$ cat config.mk
export PLATFORM = sky130hd
export DESIGN_NAME = base64_stream_encoder_core
export DESIGN_NICKNAME = d
export VERILOG_FILES = /design/src/rtl/b64e_pkg.sv /design/src/rtl/b64e_front.sv /design/src/rtl/b64e_queue.sv /design/src/rtl/b64e_back.sv /design/src/rtl/base64_stream_encoder_core.sv
export SDC_FILE = /design/constraint.sdc
export NUM_CORES = 1
export LEC_CHECK = 0
export BUFFER_PORTS_ARGS = -buffer_cell sky130_fd_sc_hd__buf_2
export CAP_MARGIN = 40
export CORE_MARGIN = 4
export CORE_UTILIZATION = 41
export CTS_CLUSTER_DIAMETER = 60
export DETAILED_ROUTE_END_ITERATION = 7
export GPL_TIMING_DRIVEN = 0
export SLEW_MARGIN = 10
export SYNTH_ARGS = -nofsm -noshare
export SYNTH_HDL_FRONTEND = slang
export SYNTH_SLANG_ARGS = --single-unit
export TNS_END_PERCENT = 5
$ cat constraint.sdc
create_clock -name clk_i -period 3.9 [get_ports clk_i]
set_input_delay 0.39 -clock clk_i [delete_from_list [all_inputs] [get_ports clk_i]]
set_output_delay 0.39 -clock clk_i [all_outputs]
set_load 0.02 [all_outputs]
$ cat src/rtl/b64e_pkg.sv
// Package with the shared types, constants and the character mapping of the base64 encoder.
`timescale 1ns / 1ps

package b64e_pkg;

  localparam logic [7:0] PadChar = 8'd61;

  typedef enum logic [1:0] {
    PhaseStart = 2'd0,
    PhaseOne   = 2'd1,
    PhaseTwo   = 2'd2
  } phase_e;

  typedef struct packed {
    logic       pad;
    logic [5:0] sextet;
  } sym_t;

  typedef struct packed {
    sym_t [3:0] syms;
    logic [1:0] last_idx;
    logic       fin;
  } job_t;

  function automatic logic [7:0] sym_to_char(sym_t s);
    logic [7:0] v;
    logic [7:0] ch;
    v = {2'b00, s.sextet};
    if (s.pad) begin
      ch = PadChar;
    end else begin
      case (s.sextet) inside
        [6'd0:6'd25]:  ch = 8'd65 + v;
        [6'd26:6'd51]: ch = 8'd97 + v - 8'd26;
        [6'd52:6'd61]: ch = 8'd48 + v - 8'd52;
        6'd62:         ch = 8'd43;
        default:       ch = 8'd47;
      endcase
    end
    return ch;
  endfunction

endpackage

$ cat src/rtl/b64e_front.sv
// Front end: accepts message bytes, tracks the group phase and builds character jobs.
`timescale 1ns / 1ps

module b64e_front (
  input  logic           clk_i,
  input  logic           rst_ni,
  input  logic           in_valid_i,
  output logic           in_stall_o,
  input  logic [7:0]     message_byte_i,
  input  logic           is_final_byte_i,
  input  logic           q_full_i,
  output logic           q_push_o,
  output b64e_pkg::job_t q_job_o
);
  import b64e_pkg::*;

  phase_e     phase_q, phase_d;
  logic [3:0] pend_q, pend_d;
  logic       accept;

  assign in_stall_o = q_full_i;
  assign accept     = in_valid_i && !q_full_i;
  assign q_push_o   = accept;

  always_comb begin
    phase_d = phase_q;
    pend_d  = pend_q;
    if (accept) begin
      case (phase_q)
        PhaseOne: begin
          if (is_final_byte_i) begin
            phase_d = PhaseStart;
            pend_d  = 4'd0;
          end else begin
            phase_d = PhaseTwo;
            pend_d  = message_byte_i[3:0];
          end
        end
        PhaseTwo: begin
          phase_d = PhaseStart;
          pend_d  = 4'd0;
        end
        default: begin
          if (is_final_byte_i) begin
            phase_d = PhaseStart;
            pend_d  = 4'd0;
          end else begin
            phase_d = PhaseOne;
            pend_d  = {2'b00, message_byte_i[1:0]};
          end
        end
      endcase
    end
  end

  always_comb begin
    q_job_o          = '0;
    q_job_o.fin      = is_final_byte_i;
    case (phase_q)
      PhaseOne: begin
        q_job_o.syms[0].sextet = {pend_q[1:0], message_byte_i[7:4]};
        if (is_final_byte_i) begin
          q_job_o.syms[1].sextet = {message_byte_i[3:0], 2'b00};
          q_job_o.syms[2].pad    = 1'b1;
          q_job_o.last_idx       = 2'd2;
        end else begin
          q_job_o.last_idx       = 2'd0;
        end
      end
      PhaseTwo: begin
        q_job_o.syms[0].sextet = {pend_q, message_byte_i[7:6]};
        q_job_o.syms[1].sextet = message_byte_i[5:0];
        q_job_o.last_idx       = 2'd1;
      end
      default: begin
        q_job_o.syms[0].sextet = message_byte_i[7:2];
        if (is_final_byte_i) begin
          q_job_o.syms[1].sextet = {message_byte_i[1:0], 4'b0000};
          q_job_o.syms[2].pad    = 1'b1;
          q_job_o.syms[3].pad    = 1'b1;
          q_job_o.last_idx       = 2'd3;
        end else begin
          q_job_o.last_idx       = 2'd0;
        end
      end
    endcase
  end

  always_ff @(posedge clk_i or negedge rst_ni) begin
    if (!rst_ni) begin
      phase_q <= PhaseStart;
      pend_q  <= 4'd0;
    end else begin
      phase_q <= phase_d;
      pend_q  <= pend_d;
    end
  end

endmodule

$ cat src/rtl/b64e_queue.sv
// Short job queue between the front end and the character emitter.
`timescale 1ns / 1ps

module b64e_queue #(
  parameter int Depth = 2
) (
  input  logic           clk_i,
  input  logic           rst_ni,
  input  logic           push_i,
  input  b64e_pkg::job_t push_job_i,
  output logic           full_o,
  input  logic           pop_i,
  output logic           empty_o,
  output b64e_pkg::job_t head_job_o
);
  import b64e_pkg::*;

  localparam int PtrW = $clog2(Depth);
  localparam int CntW = $clog2(Depth + 1);
  localparam logic [PtrW-1:0] LastPtr = PtrW'(Depth - 1);

  job_t            mem_q [Depth];
  logic [PtrW-1:0] wr_q, wr_d, rd_q, rd_d;
  logic [CntW-1:0] cnt_q, cnt_d;

  assign full_o     = (cnt_q == CntW'(Depth));
  assign empty_o    = (cnt_q == '0);
  assign head_job_o = mem_q[rd_q];

  always_comb begin
    wr_d  = wr_q;
    rd_d  = rd_q;
    cnt_d = cnt_q;
    if (push_i) begin
      wr_d = (wr_q == LastPtr) ? '0 : wr_q + 1'b1;
    end
    if (pop_i) begin
      rd_d = (rd_q == LastPtr) ? '0 : rd_q + 1'b1;
    end
    if (push_i && !pop_i) begin
      cnt_d = cnt_q + 1'b1;
    end else if (pop_i && !push_i) begin
      cnt_d = cnt_q - 1'b1;
    end
  end

  always_ff @(posedge clk_i) begin
    if (push_i) begin
      mem_q[wr_q] <= push_job_i;
    end
  end

  always_ff @(posedge clk_i or negedge rst_ni) begin
    if (!rst_ni) begin
      wr_q  <= '0;
      rd_q  <= '0;
      cnt_q <= '0;
    end else begin
      wr_q  <= wr_d;
      rd_q  <= rd_d;
      cnt_q <= cnt_d;
    end
  end

endmodule

$ cat src/rtl/b64e_back.sv
// Back end: walks the head job one character per cycle into the output register unless stalled.
`timescale 1ns / 1ps

module b64e_back (
  input  logic           clk_i,
  input  logic           rst_ni,
  input  logic           q_empty_i,
  input  b64e_pkg::job_t q_head_i,
  output logic           q_pop_o,
  output logic           out_valid_o,
  input  logic           out_stall_i,
  output logic [7:0]     code_char_o,
  output logic           is_final_char_o
);
  import b64e_pkg::*;

  logic [1:0] idx_q, idx_d;
  logic       valid_q, valid_d;
  logic [7:0] char_q, char_d;
  logic       fin_q, fin_d;
  logic       load;
  logic       at_last;

  assign load    = !q_empty_i && (!valid_q || !out_stall_i);
  assign at_last = (idx_q == q_head_i.last_idx);
  assign q_pop_o = load && at_last;

  always_comb begin
    idx_d   = idx_q;
    valid_d = valid_q;
    char_d  = char_q;
    fin_d   = fin_q;
    if (load) begin
      valid_d = 1'b1;
      char_d  = sym_to_char(q_head_i.syms[idx_q]);
      fin_d   = at_last && q_head_i.fin;
      idx_d   = at_last ? 2'd0 : idx_q + 2'd1;
    end else if (!out_stall_i) begin
      valid_d = 1'b0;
    end
  end

  always_ff @(posedge clk_i) begin
    char_q <= char_d;
    fin_q  <= fin_d;
  end

  always_ff @(posedge clk_i or negedge rst_ni) begin
    if (!rst_ni) begin
      idx_q   <= 2'd0;
      valid_q <= 1'b0;
    end else begin
      idx_q   <= idx_d;
      valid_q <= valid_d;
    end
  end

  assign out_valid_o     = valid_q;
  assign code_char_o     = char_q;
  assign is_final_char_o = fin_q;

endmodule

$ cat src/rtl/base64_stream_encoder_core.sv
// Top level of the streaming base64 encoder with padding.
//
// Input channel: one message byte per transfer with a flag on the last byte.
// Output channel: one ASCII base64 character per transfer, '=' for padding,
// with a flag on the last character of the message.
// Both channels transfer when valid is high and stall is low.
// An accepted byte's job is written into the job queue, and its first
// character is then loaded from the queue head into the output register.
// The emitter sends one character per cycle while a job is queued and the
// output is not stalled; three bytes become four characters, a final byte up to four.
// The front end writes each byte's characters into a short job queue and
// stalls the input only when that queue is full.
// When the receiver stalls, the output register holds its character and
// the queue absorbs new bytes until it fills.
// Reset clears the group position, the queue and the output valid.
`timescale 1ns / 1ps

module base64_stream_encoder_core #(
  parameter int QueueDepth = 2
) (
  input  logic       clk_i,
  input  logic       rst_ni,
  input  logic       in_valid_i,
  output logic       in_stall_o,
  input  logic [7:0] message_byte_i,
  input  logic       is_final_byte_i,
  output logic       out_valid_o,
  input  logic       out_stall_i,
  output logic [7:0] code_char_o,
  output logic       is_final_char_o
);
  import b64e_pkg::*;

  job_t push_job;
  job_t head_job;
  logic push;
  logic pop;
  logic full;
  logic empty;

  b64e_front u_front (
    .clk_i          (clk_i),
    .rst_ni         (rst_ni),
    .in_valid_i     (in_valid_i),
    .in_stall_o     (in_stall_o),
    .message_byte_i (message_byte_i),
    .is_final_byte_i(is_final_byte_i),
    .q_full_i       (full),
    .q_push_o       (push),
    .q_job_o        (push_job)
  );

  b64e_queue #(
    .Depth(QueueDepth)
  ) u_queue (
    .clk_i     (clk_i),
    .rst_ni    (rst_ni),
    .push_i    (push),
    .push_job_i(push_job),
    .full_o    (full),
    .pop_i     (pop),
    .empty_o   (empty),
    .head_job_o(head_job)
  );

  b64e_back u_back (
    .clk_i          (clk_i),
    .rst_ni         (rst_ni),
    .q_empty_i      (empty),
    .q_head_i       (head_job),
    .q_pop_o        (pop),
    .out_valid_o    (out_valid_o),
    .out_stall_i    (out_stall_i),
    .code_char_o    (code_char_o),
    .is_final_char_o(is_final_char_o)
  );

endmodule

After elaboration in Yosys (flattened, before gate mapping)

Memories as Yosys holds them, arrays and structs flattened.
Cells that the tools add are included.

Logic and storage cells: 82
Memories kept: 1
RAM bits: 34
Bits in registers: 22
Output and inout bits: 11
Input bits: 13

Memories:

| name          | words | bits a word | rd ports | clocked after memory_dff | write ports | line             | text |
|---|---|---|---|---|---|---|---|
| u_queue.mem_q | 2     | 17          | 1        | 0                        | 1           | b64e_queue.sv:22 | `job_t mem_q [Depth];` |

$lt $le $gt $ge: 7
Equal/unequal tests: 6
Reduce and logical (&&, ||, !) cells: 19
Add/sub/neg operators: 10
Muxes and demuxes: 30

Operators with widths:

| cell                                                                                | number |
|---|---|
| 8-bit 2-to-1 mux                                                                    | 3 |
| 7-bit by 6-bit adder with 8-bit output, first input constant                        | 2 |
| 8-bit one-hot mux with 2 select lines                                               | 1 |
| 7-bit binary-select mux with 2-bit select                                           | 1 |
| 2-bit 2-to-1 mux                                                                    | 7 |
| 6-bit less-or-equal comparator, second input constant                               | 2 |
| 6-bit 2-to-1 mux                                                                    | 2 |
| 6-bit one-hot mux with 2 select lines                                               | 1 |
| 1-bit 2-to-1 mux                                                                    | 10 |
| 1-bit logical AND                                                                   | 9 |
| 4-bit one-hot mux with 2 select lines                                               | 1 |
| 8-bit by 5-bit subtractor with 8-bit output, second input constant                  | 1 |
| 8-bit by 6-bit subtractor with 8-bit output, second input constant                  | 1 |
| 6-bit by 6-bit adder with 7-bit output, first input constant                        | 1 |
| 7-bit 2-to-1 mux                                                                    | 1 |
| 6-bit equality test, second input constant                                          | 1 |
| 6-bit by 1-bit greater-or-equal comparator with 1-bit output, second input constant | 1 |
| 6-bit by 5-bit greater-or-equal comparator with 1-bit output, second input constant | 1 |
| 6-bit greater-or-equal comparator, second input constant                            | 1 |
| 6-bit by 5-bit less-or-equal comparator with 1-bit output, second input constant    | 1 |
| 1-bit zero test                                                                     | 6 |
| 2-bit by 1-bit adder with 2-bit output, second input constant                       | 2 |
| 2-bit equality test, second input constant                                          | 2 |
| 4-bit 2-to-1 mux                                                                    | 1 |
| 12 further kinds                                                                    | 13 |

Logic depth before layout (Yosys ltp)

Gate-level depths: netlist of the first run.
An unclocked memory read counts as a cell.

Depth after elaboration: 8
Gate-level depth with buffers: 13
Depth with buffers taken out: 10

By module

From an unflattened synthesis of the first run, not the netlist that was laid out.

Cell total of the unflattened synthesis: 314
Area total of the unflattened synthesis: 4436.8 µm²

Modules (own cells, without submodules):

| module     | area each (µm²) | cells each | times used | seq. area each (µm²) |
|---|---|---|---|---|
| b64e_queue | 2577.5          | 113        | 1          | 1961.9 |
| b64e_back  | 1166.1          | 116        | 1          | 345.3 |
| b64e_front | 693.2           | 85         | 1          | 150.1 |

Least setup slack after synthesis of the first run

No wires, ideal clock.

Path kind: reg2reg
Start: reg u_queue.rd_q
End: reg u_back.char_q[1] (netlist: u_back.code_char_o[1]) (data pin)
Data required time: 3.748 ns
Buffers on the path: 2
Library setup time: 0.152 ns
Cell stages (with the launch flop): 11
Path slack: 0.879 ns
Clock period less this slack: 3.021 ns
Data arrival time: 2.869 ns
Cells stage by stage: dfrtp_1 > buf_6 > buf_12 > mux4_2 > nor2b_1 > inv_1 > ha_1 > or4_4 > a22o_1 > or3_1 > a31oi_1

Longest elaborated chain between the ends: 8
Elaborated cells on any way between the ends: 20
Those cells by class: add/sub (5); order compare (6); mux (5); reduce/logical (3); memory (1)

RTL lines:

| item                                                                                    | line                            | text |
|---|---|---|
| start, declared                                                                         | b64e_queue.sv:23                | `logic [PtrW-1:0] wr_q, wr_d, rd_q, rd_d;` |
| start signal, assigned                                                                  | b64e_queue.sv:60                | `rd_q <= rd_d;` |
| memory 2 x 17 bit (*)                                                                   | n/a                             |  |
| 7-bit binary-select mux with 2-bit select (*)                                           | b64e_back.sv:35                 | `char_d = sym_to_char(q_head_i.syms[idx_q]);` |
| 7-bit 2-to-1 mux (implied by the code) (*)                                              | b64e_back.sv:35                 |  |
| 6-bit by 6-bit adder with 7-bit output, or another cell as far along                    | b64e_pkg.sv:35                  | `[6'd52:6'd61]: ch = 8'd48 + v - 8'd52;` |
| 8-bit by 6-bit subtractor with 8-bit output / 1-bit logical AND (equally long branches) | b64e_pkg.sv:35, b64e_back.sv:35 |  |
| 8-bit 2-to-1 mux (3 in series)                                                          | b64e_pkg.sv:32                  | `case (s.sextet) inside` |
| end signal, assigned                                                                    | b64e_back.sv:44                 | `char_q <= char_d;` |
| end, declared                                                                           | b64e_back.sv:19                 | `logic [7:0] char_q, char_d;` |

Mark *: on every way between the ends. The rest lies on a longest branch, timed or not. The select of a mux whose other input is x is not followed.
A chain may end at the register's enable or synchronous reset.

Final worst setup path of the first run

Start: reg u_queue.rd_q
End: reg u_back.char_q[4] (netlist: u_back.code_char_o[4]) (data pin)

The elaborated chain is that of the path after synthesis.

==> results.sh, run 1 <==
export IMPL_filler_cell_count=678
export IMPL_pwr_density_cell_nw_per_um2=953
export IMPL_clock_skew_ps=6.98
export IMPL_num_vias=2062
export IMPL_drt_iter0_drc=74
export IMPL_finalInstanceArea_um2=3480
export IMPL_final_common_cell="edfxtp_1"
export IMPL_path_class="flop to flop"
export IMPL_cts_resized=0
export IMPL_tns_ps=0
export IMPL_grt_pass1_wl_um=10300
export IMPL_synth_area_per_cell_um2=11.7
export IMPL_min_path_cells=3
export IMPL_whs_ps=287
export IMPL_seq_area_frac_synth=0.516
export IMPL_cts_tree="built"
export IMPL_tightest_slew_ps=780
export IMPL_drv_slew=0
export IMPL_startpoint_type="flop"
export IMPL_antenna_found_initial=0
export IMPL_antenna_left=0
export IMPL_period_share=0.877
export IMPL_synth_seq_cells=56
export IMPL_gp_congestion=0.806
export IMPL_async_flop_share=0.232
export IMPL_ff_latch_area_um2=1620
export IMPL_syn_num_nets=297
export IMPL_gr_total_overflow=0
export IMPL_grt_use_total=0.147
export IMPL_rows=31
export IMPL_rsz0062_at_grt="false"
export IMPL_fin_nets=329
export IMPL_finalWirelength_um=6110
export IMPL_slew_headroom=0.480
export IMPL_leakage_nw=1.34
export IMPL_dp_hpwl_um=4660
export IMPL_num_io_pins=24
export IMPL_synth_cell_type_count=51
export IMPL_grt_start_max_net_pins=18
export IMPL_grt_pass1_vias=2071
export IMPL_synth_edf_count=43
export IMPL_period_needed_ps=3420
export IMPL_cts_root_buf="clkbuf_8"
export IMPL_layout_common_cells="edfxtp_1 (43), buf_2 (25), nand2_1 (23)"
export IMPL_fmaxAchievable_mhz=292
export IMPL_wl_per_cell_um=15.2
export IMPL_antenna_cells=0
export IMPL_status="complete, no violations"
export IMPL_worstReg2RegStart="u_queue.rd_q"
export IMPL_multi_input_area_um2=1390
export IMPL_clkTransAtPathRegs_ps=100
export IMPL_cap_violations=0
export IMPL_finalSetupViolations=0
export IMPL_r2r_cells=11
export IMPL_vdd_drop_max_uv=350
export IMPL_finalCoreUtilization=0.475
export IMPL_coreArea_um2=7330
export IMPL_die_area_um2=9110
export IMPL_drive_above_1_share=0.175
export IMPL_clk_latency_ps=310
export IMPL_cts_hold_buf=1
export IMPL_viasPerCell=5.14
export IMPL_synth_ff_type="edfxtp_1"
export IMPL_htree_levels=2
export IMPL_dieWidth_um=95.4
export IMPL_postCtsSetupRepairBufs=0
export IMPL_cp_required_ps=3950
export IMPL_initial_core_util=0.428
export IMPL_first_pass_iters=4
export IMPL_clk_path_buf_depth=2
export IMPL_cts_sinks=56
export IMPL_ys_warn_count=0
export IMPL_port_buffers=23
export IMPL_numCtsBuffers=5
export IMPL_drc=0
export IMPL_reg2reg_setup_slack_ps=480
export IMPL_die_h_um=95.4
export IMPL_r2r_end="u_back.code_char_o[4]"
export IMPL_synth_cells=269
export IMPL_place_area_um2=3390
export IMPL_hold_class="input port to flop"
export IMPL_hp_start="out_stall_i"
export IMPL_synth_area_um2=3130
export IMPL_worstPathArrival_ps=3470
export IMPL_cp_max_fo=10
export IMPL_hold_path_endpoint="u_back.out_valid_o"
export IMPL_area_delta_synth_final_pct=11.1
export IMPL_end_kind="flop"
export IMPL_finalHoldViolCount=0
-- cell usage after synthesis (2+ instances only) --
library cell	count	area share
o22a_1	2	0.0056
edfxtp_1	43	0.41
a21oi_1	9	0.014
mux2_2	2	0.0072
o211ai_1	3	0.0072
o31ai_1	3	0.0072
mux4_2	5	0.036
nand2_1	23	0.028
buf_2	2	0.0032
ha_1	15	0.060
nor3b_1	2	0.0048
a211oi_1	2	0.0048
a32oi_1	3	0.0084
dfrtp_1	13	0.10
nor2_1	17	0.020
o21ai_0	14	0.022
xnor2_1	14	0.039
xor2_1	2	0.0056
clkbuf_1	7	0.0084
nand3_1	3	0.0048
nor2b_1	5	0.010
or2_2	2	0.0040
o21ai_1	2	0.0032
nor3_1	8	0.013
mux2i_1	10	0.032
inv_2	2	0.0024
a22oi_1	7	0.017
a22o_1	7	0.020
inv_1	12	0.014
a31oi_1	2	0.0040
nand2b_1	5	0.010
and2_1	4	0.0080
-- state kept, by name, indices dropped and copies added, names as in the netlist --
register,cells
u_back.code_char_o,8
u_back.is_final_char_o,1
u_queue.mem_q,34
u_queue.wr_q,1
u_queue.rd_q,1
u_queue.cnt_q,2
u_front.phase_q,2
u_back.idx_q,2
u_back.out_valid_o,1
u_front.pend_q,4
-- cell type report --
class	instances	area share
plain buffers	13	0.0226
clock buffers	6	0.0208
clock inverters	2	0.00395
inverters	14	0.0151
multi-input cells	186	0.399
flip-flops and latches	56	0.464
well taps	99	0.0356
repair buffers	25	0.0392
-- layer usage --
layer / track usage / vias to the layer above / wire [um]
met2: 0.248 / 41 / 2950
met4: 0.0355 / 0 / 44
met3: 0.0316 / 4 / 198
met5: 0 / - / 0
li1: - / 1049 / -
met1: 0.194 / 968 / 2910
-- where the power goes --
| part | internal [W] | switching, W | leakage [nW] | total [W] |
|---|---|---|---|---|
| registers | 0.000959 | 0.0000768 | 0.571 | 0.00104 |
| clock network | 0.000129 | 0.000191 | 0.0456 | 0.000320 |
| logic | 0.000780 | 0.00118 | 0.726 | 0.00196 |
-- through the flow --
stage	power, W	setup WS, ps	cells
final	0.00332	481	401
after global routing	0.00362	249	401
after CTS	0.00333	500	401
after detailed placement	0.00301	529	392
after global placement	0.00298	530	391
after floorplan	0.00257	879	269
-- kinds of logic after synthesis --
family | count (synthesis) | share of synthesized area
adders and majority gates | 15 | 0.0599
buffers and inverters | 27 | 0.0419
DFF | 56 | 0.516
and+or+nand+nor | 78 | 0.128
AOI/OAI and AO/OA | 59 | 0.131
muxes | 18 | 0.0786
xor gates and xnor gates | 16 | 0.0447
-- worst max-delay path by stage --
stage                             from                     to  slack, ps
final                     u_queue.rd_q  u_back.code_char_o[4]        480
after global routing      u_queue.rd_q  u_back.code_char_o[1]        250
after CTS                 u_queue.rd_q  u_back.code_char_o[2]        500
after detailed placement  u_queue.rd_q  u_back.code_char_o[4]        530
after global placement    u_queue.rd_q  u_back.code_char_o[3]        530
after floorplan           u_queue.rd_q  u_back.code_char_o[1]        880
-- worst max-delay path, cell delays in order (launching register included) --
cell and delay (ps):
dfrtp_1 390, buf_6 140, buf_12 150, mux4_2 380
nor2b_1 460, inv_1 140, ha_1 310, or4_4 540
a22o_1 230, buf_2 190, a21oi_1 130, o21ai_0 100
(Power assumes the default switching activity.)
==> inputs of run 2 (changes only) <==
--- a/config.mk
+++ b/config.mk
@@ -12,6 +12,7 @@
 export CTS_CLUSTER_DIAMETER = 60
 export DETAILED_ROUTE_END_ITERATION = 7
 export GPL_TIMING_DRIVEN = 0
+export REMOVE_ABC_BUFFERS = 1
 export SLEW_MARGIN = 10
 export SYNTH_ARGS = -nofsm -noshare
 export SYNTH_HDL_FRONTEND = slang
==> run 2 against run 1 <==
  * Design area fell by 2.0%
  * Cell count fell by 3.2%
  * Fmax fell by 3.4%
  * Via count fell by 1.0%
  * Count of clock-buffer cells in the layout did not move
  * Sequential share of layout area rose by 0.99 points
  * Global-route usage fell by 0.85 points
  * Non-clock buffer count fell by 13
  * Wire length fell by 5.4%
  * Setup slack got worse by 120 ps
  * Highest routed layer unchanged
==> results.sh, run 2 (synthesized netlist as in run 1, its figures left out) <==
export IMPL_status="complete, no violations"
export IMPL_cts_tree="built"
export IMPL_cp_required_ps=4060
export IMPL_period_needed_ps=3540
export IMPL_drive_above_1_share=0.170
export IMPL_coreArea_um2=7330
export IMPL_grt_use_total=0.139
export IMPL_period_share=0.908
export IMPL_finalWirelength_um=5780
export IMPL_htree_levels=2
export IMPL_grt_pass1_vias=2074
export IMPL_dieWidth_um=95.4
export IMPL_fmaxAchievable_mhz=282
export IMPL_rsz0062_at_grt="false"
export IMPL_wl_per_cell_um=14.9
export IMPL_slew_headroom=0.470
export IMPL_num_io_pins=24
export IMPL_drv_slew=0
export IMPL_cp_cell_sequence="mux2i_1 > o22a_1 > inv_1 > ha_1 > nor3b_1 > a32oi_1 > o311ai_0 > o21a_2 > mux2_1 > o21ai_1"
export IMPL_clk_path_buf_depth=2
export IMPL_layout_common_cells="edfxtp_1 (43), nand2_1 (23), buf_2 (23)"
export IMPL_finalSetupViolations=0
export IMPL_rows=31
export IMPL_die_area_um2=9110
export IMPL_top_register="u_queue.mem_q"
export IMPL_initial_core_util=0.428
export IMPL_startpoint_type="flop"
export IMPL_fin_nets=316
export IMPL_end_kind="flop"
export IMPL_path_class="flop to flop"
export IMPL_grt_start_max_net_pins=24
export IMPL_hold_class="input port to flop"
export IMPL_clkTransAtPathRegs_ps=110
export IMPL_crit_slowest_cell="dfrtp_2"
export IMPL_drc=0
export IMPL_drt_iter0_drc=74
export IMPL_area_delta_synth_final_pct=8.90
export IMPL_largest_reg_flops=34
export IMPL_finalHoldViolCount=0
export IMPL_dp_hpwl_um=4320
export IMPL_num_vias=2041
export IMPL_antenna_cells=0
export IMPL_gr_total_overflow=0
export IMPL_max_stage_delay_ps=650
export IMPL_cts_sinks=56
export IMPL_tightest_slew_ps=795
export IMPL_numCtsBuffers=5
export IMPL_viasPerCell=5.26
export IMPL_clock_skew_ps=9.58
export IMPL_cts_root_buf="clkbuf_8"
export IMPL_gp_congestion=0.927
export IMPL_first_pass_iters=4
export IMPL_antenna_left=0
export IMPL_cp_max_fo=14
export IMPL_port_buffers=23
export IMPL_clk_latency_ps=310
export IMPL_tns_ps=0
export IMPL_grt_pass1_wl_um=9870
export IMPL_antenna_found_initial=0
export IMPL_die_h_um=95.4
export IMPL_final_common_cell="edfxtp_1"
export IMPL_filler_cell_count=672
export IMPL_cap_violations=0
export IMPL_worstPathArrival_ps=3700
[run 2: cell count changes in the layout (fill, tap and decap cells not counted), sizes merged]
cell,change
inv,+1
buf,-6
clkinv,-1
clkbuf,-7
[run 2: area by class of cell]
cell class | instances | area, um^2 | share of cell area
clock buffers | 6 | 72.6 | 0.0213
clock inverters | 2 | 17.5 | 0.00513
inverters | 14 | 52.6 | 0.0154
multi-input cells | 186 | 1390 | 0.407
flip-flops and latches | 56 | 1620 | 0.474
well taps | 99 | 124 | 0.0363
repair buffers | 25 | 140 | 0.0411
[run 2: through the flow]
stage	hold slack, ps	instance area [um^2]	util	worst slack (ps)	cells
2_1_floorplan	94.4	3060	-	667	256
3_3_place_gp	293	3290	0.449	49.3	378
3_5_place_dp	296	3310	0.452	98.5	379
4_1_cts	277	3410	0.465	80.8	388
5_1_grt	293	3410	0.466	141	388
6_report	282	3410	0.466	360	388
[run 2: path summary, 6_finish.rpt]
check / from / to / slack (ps) / cells past startpoint
setup / recovery: u_queue.rd_q / u_back.code_char_o[2] / 360 / 10
hold / removal: out_stall_i / u_back.out_valid_o / 280 / 3
setup reg to reg: u_queue.rd_q / u_back.code_char_o[2] / 360 / 10
hold reg to reg: u_back.out_valid_o / u_back.out_valid_o / 490 / 2
max in group asynchronous: rst_ni / u_queue.rd_q / 3160 / 2
min in group asynchronous: rst_ni / u_queue.wr_q / 490 / 2
[run 2: timing repair]
item	4_1_cts	5_1_grt
setup endpoints to repair	0	6
hold buffers	1	0
buffers inserted	0	0
resized for setup	0	1
endpoints found under the hold margin	13	0
[run 2: critical path, delay by kind of cell, from the launching register on]
family / cells / cell delay, ps
AO/OA/AOI/OAI: 5 / 1430
adder cells (fa/ha/maj): 1 / 290
buffers and inverters: 1 / 240
flip-flops: 1 / 650
multiplexers: 2 / 620
AND/OR/NAND/NOR: 1 / 150
[run 2: layer usage]
layer,GRT usage,share of wire,up-vias,wire [um]
met2,0.239,0.48,35,2790
met3,0.0229,0.031,9,180
met4,0.0427,0.013,0,74
met5,0,0,-,0
met1,0.179,0.47,968,2740
li1,-,-,1029,-
Power of run 2 is not shown: default switching activity piles up to over one toggle a cycle in this logic, so the estimate is an artifact.
==> inputs of run 3 (changes only) <==
--- a/config.mk
+++ b/config.mk
@@ -5,6 +5,7 @@
 export SDC_FILE = /design/constraint.sdc
 export NUM_CORES = 1
 export LEC_CHECK = 0
+export ABC_AREA = 1
 export BUFFER_PORTS_ARGS = -buffer_cell sky130_fd_sc_hd__buf_2
 export CAP_MARGIN = 40
 export CORE_MARGIN = 4
==> run 3 against run 2 <==
  * Global-route usage increased by 0.27 points
  * Area after synthesis up 3.8%
  * Fmax grew 21%
  * Sequential share of layout area down 2.2 points
  * Die area rose by 3.5%
  * Synthesized cell count increased by 31%
  * Critical path type unchanged
  * Critical endpoint is now u_back.code_char_o[1]
  * Highest routed layer unchanged
==> results.sh, run 3 <==
export IMPL_tns_ps=0
export IMPL_tightest_slew_ps=671
export IMPL_clock_skew_ps=12.6
export IMPL_dp_hpwl_um=4810
export IMPL_period_share=0.749
export IMPL_first_pass_iters=4
export IMPL_cts_root_buf="clkbuf_8"
export IMPL_synth_common_cells="nand2_1 (97), inv_1 (45), edfxtp_1 (43)"
export IMPL_htree_levels=2
export IMPL_async_flop_share=0.232
export IMPL_hold_path_endpoint="u_back.out_valid_o"
export IMPL_slew_headroom=0.553
export IMPL_viasPerCell=4.95
export IMPL_reg2reg_setup_slack_ps=980
export IMPL_cts_sinks=56
export IMPL_min_path_cells=3
export IMPL_synth_ff_type="edfxtp_1"
export IMPL_grt_start_max_net_pins=19
export IMPL_gp_congestion=0.924
export IMPL_initial_core_util=0.421
export IMPL_synth_cell_type_count=35
export IMPL_wl_per_cell_um=13.1
export IMPL_synth_most_common_cell="nand2_1"
export IMPL_place_area_um2=3470
export IMPL_area_delta_synth_final_pct=9.84
export IMPL_cp_required_ps=3980
export IMPL_synth_seq_cells=56
export IMPL_grt_pass1_vias=2329
export IMPL_largest_reg_flops=34
export IMPL_top_register="u_queue.mem_q"
export IMPL_clkTransAtPathRegs_ps=100
export IMPL_hp_start="out_stall_i"
export IMPL_grt_pass1_wl_um=11100
export IMPL_r2r_cells=16
export IMPL_num_io_pins=24
export IMPL_antenna_found_initial=0
export IMPL_die_h_um=97.1
export IMPL_rsz0062_at_grt="false"
export IMPL_filler_cell_count=759
export IMPL_whs_ps=290
export IMPL_finalWorstSetupSlack_ps=978
export IMPL_final_common_cell="nand2_1"
export IMPL_layout_common_cells="nand2_1 (97), inv_1 (45), edfxtp_1 (43)"
export IMPL_worstPathArrival_ps=3010
export IMPL_synth_largest_area_cell="edfxtp_1"
export IMPL_coreArea_um2=7730
export IMPL_finalWirelength_um=6330
export IMPL_post_place_ws_ps=953
export IMPL_fin_nets=407
export IMPL_rows=32
export IMPL_dieWidth_um=97.1
export IMPL_period_needed_ps=2920
export IMPL_gr_total_overflow=0
export IMPL_worstReg2RegStart="u_queue.rd_q"
export IMPL_antenna_cells=0
export IMPL_clk_latency_ps=310
export IMPL_ys_warn_count=0
export IMPL_postCtsSetupRepairBufs=0
export IMPL_finalInstanceArea_um2=3570
export IMPL_cap_violations=0
export IMPL_synth_area_um2=3250
export IMPL_drc=0
export IMPL_startpoint_type="flop"
export IMPL_die_area_um2=9430
export IMPL_cts_tree="built"
export IMPL_netlist_area_leader_share=0.397
export IMPL_cp_max_fo=18
export IMPL_drive_above_1_share=0.176
export IMPL_status="complete, no violations"
export IMPL_cts_resized=0
export IMPL_clk_path_buf_depth=2
export IMPL_synth_area_per_cell_um2=9.22
export IMPL_fmaxAchievable_mhz=342
export IMPL_drv_slew=0
export IMPL_cts_hold_buf=1
export IMPL_end_kind="flop"
export IMPL_grt_use_total=0.141
export IMPL_finalHoldViolCount=0
export IMPL_synth_top_cells_by_area="edfxtp_1 (40%), nand2_1 (11%), dfrtp_1 (10%)"
export IMPL_antenna_left=0
export IMPL_hold_class="input port to flop"
export IMPL_num_vias=2386
export IMPL_path_class="flop to flop"
export IMPL_synth_cells=353
export IMPL_port_buffers=23
export IMPL_r2r_end="u_back.code_char_o[1]"
export IMPL_finalSetupViolations=0
export IMPL_seq_area_frac_synth=0.497
export IMPL_drt_iter0_drc=127
export IMPL_numCtsBuffers=5
export IMPL_synth_edf_count=43
run 3: cell count changes after synthesis, sizes merged, moves of 6 or more:
cell    before  now
inv         14   52
mux2i       10    0
xor2         2   11
xnor2       14    1
o221ai       0    6
nand3        3   42
a22oi        7    0
nor3         8    1
nand2       23  106
a22o         7    0
run 3: metrics by stage:
stage | instances | utilization
after floorplan | 346 | -
after global placement | 471 | 0.445
final | 482 | 0.463
after global routing | 482 | 0.463
after detailed placement | 473 | 0.450
after CTS | 482 | 0.463
run 3: worst max-delay path by stage:
stage	start	endpoint	slack, ps
finish	u_queue.rd_q	u_back.code_char_o[1]	980
global route	u_queue.rd_q	u_back.code_char_o[6]	630
CTS	u_queue.rd_q	u_back.code_char_o[1]	930
detailed placement	u_queue.rd_q	u_back.code_char_o[1]	950
global placement	u_queue.rd_q	u_back.code_char_o[1]	960
floorplan	u_queue.rd_q	u_back.code_char_o[1]	1560
run 3: critical path, cell delays in order (launching register included):
cell	delay, ps
dfrtp_1	780
inv_4	220
nand2_1	100
nand3_1	60
nand2_1	100
nand2_2	160
inv_1	180
ha_1	220
nand2_2	80
nor2_4	110
nand2_1	60
nand2_1	70
nand2_2	170
o21ai_0	200
inv_1	50
nand2_1	70
inv_1	40
run 3: logic make-up after synthesis:
group,count (synthesis),synth area share
AND/OR/NAND/NOR,174,0.260
XOR/XNOR,12,0.0323
adder cells (fa/ha/maj),15,0.0577
AO/OA/AOI/OAI,37,0.0734
flip-flops,56,0.497
buffers and inverters,59,0.0800
run 3: cell type report:
class,count,area (um^2),share of cell area
Tap cell,102,128,0.0357
Timing Repair Buffer,26,155,0.0434
Clock inverter,3,21.3,0.00595
Clock buffer,5,68.8,0.0193
Sequential cell,56,1620,0.452
Inverter,52,203,0.0567
Multi-Input combinational cell,238,1380,0.387
run 3: metal layers:
layer / share of wire / wire length, um / track usage / vias to the layer above
met5: 0 / 0 / 0 / -
met4: 0.011 / 68 / 0.0302 / 0
met3: 0.036 / 228 / 0.0309 / 9
met2: 0.50 / 3140 / 0.242 / 47
met1: 0.46 / 2900 / 0.185 / 1105
li1: - / - / - / 1225
Power of run 3 is left out for the same reason.
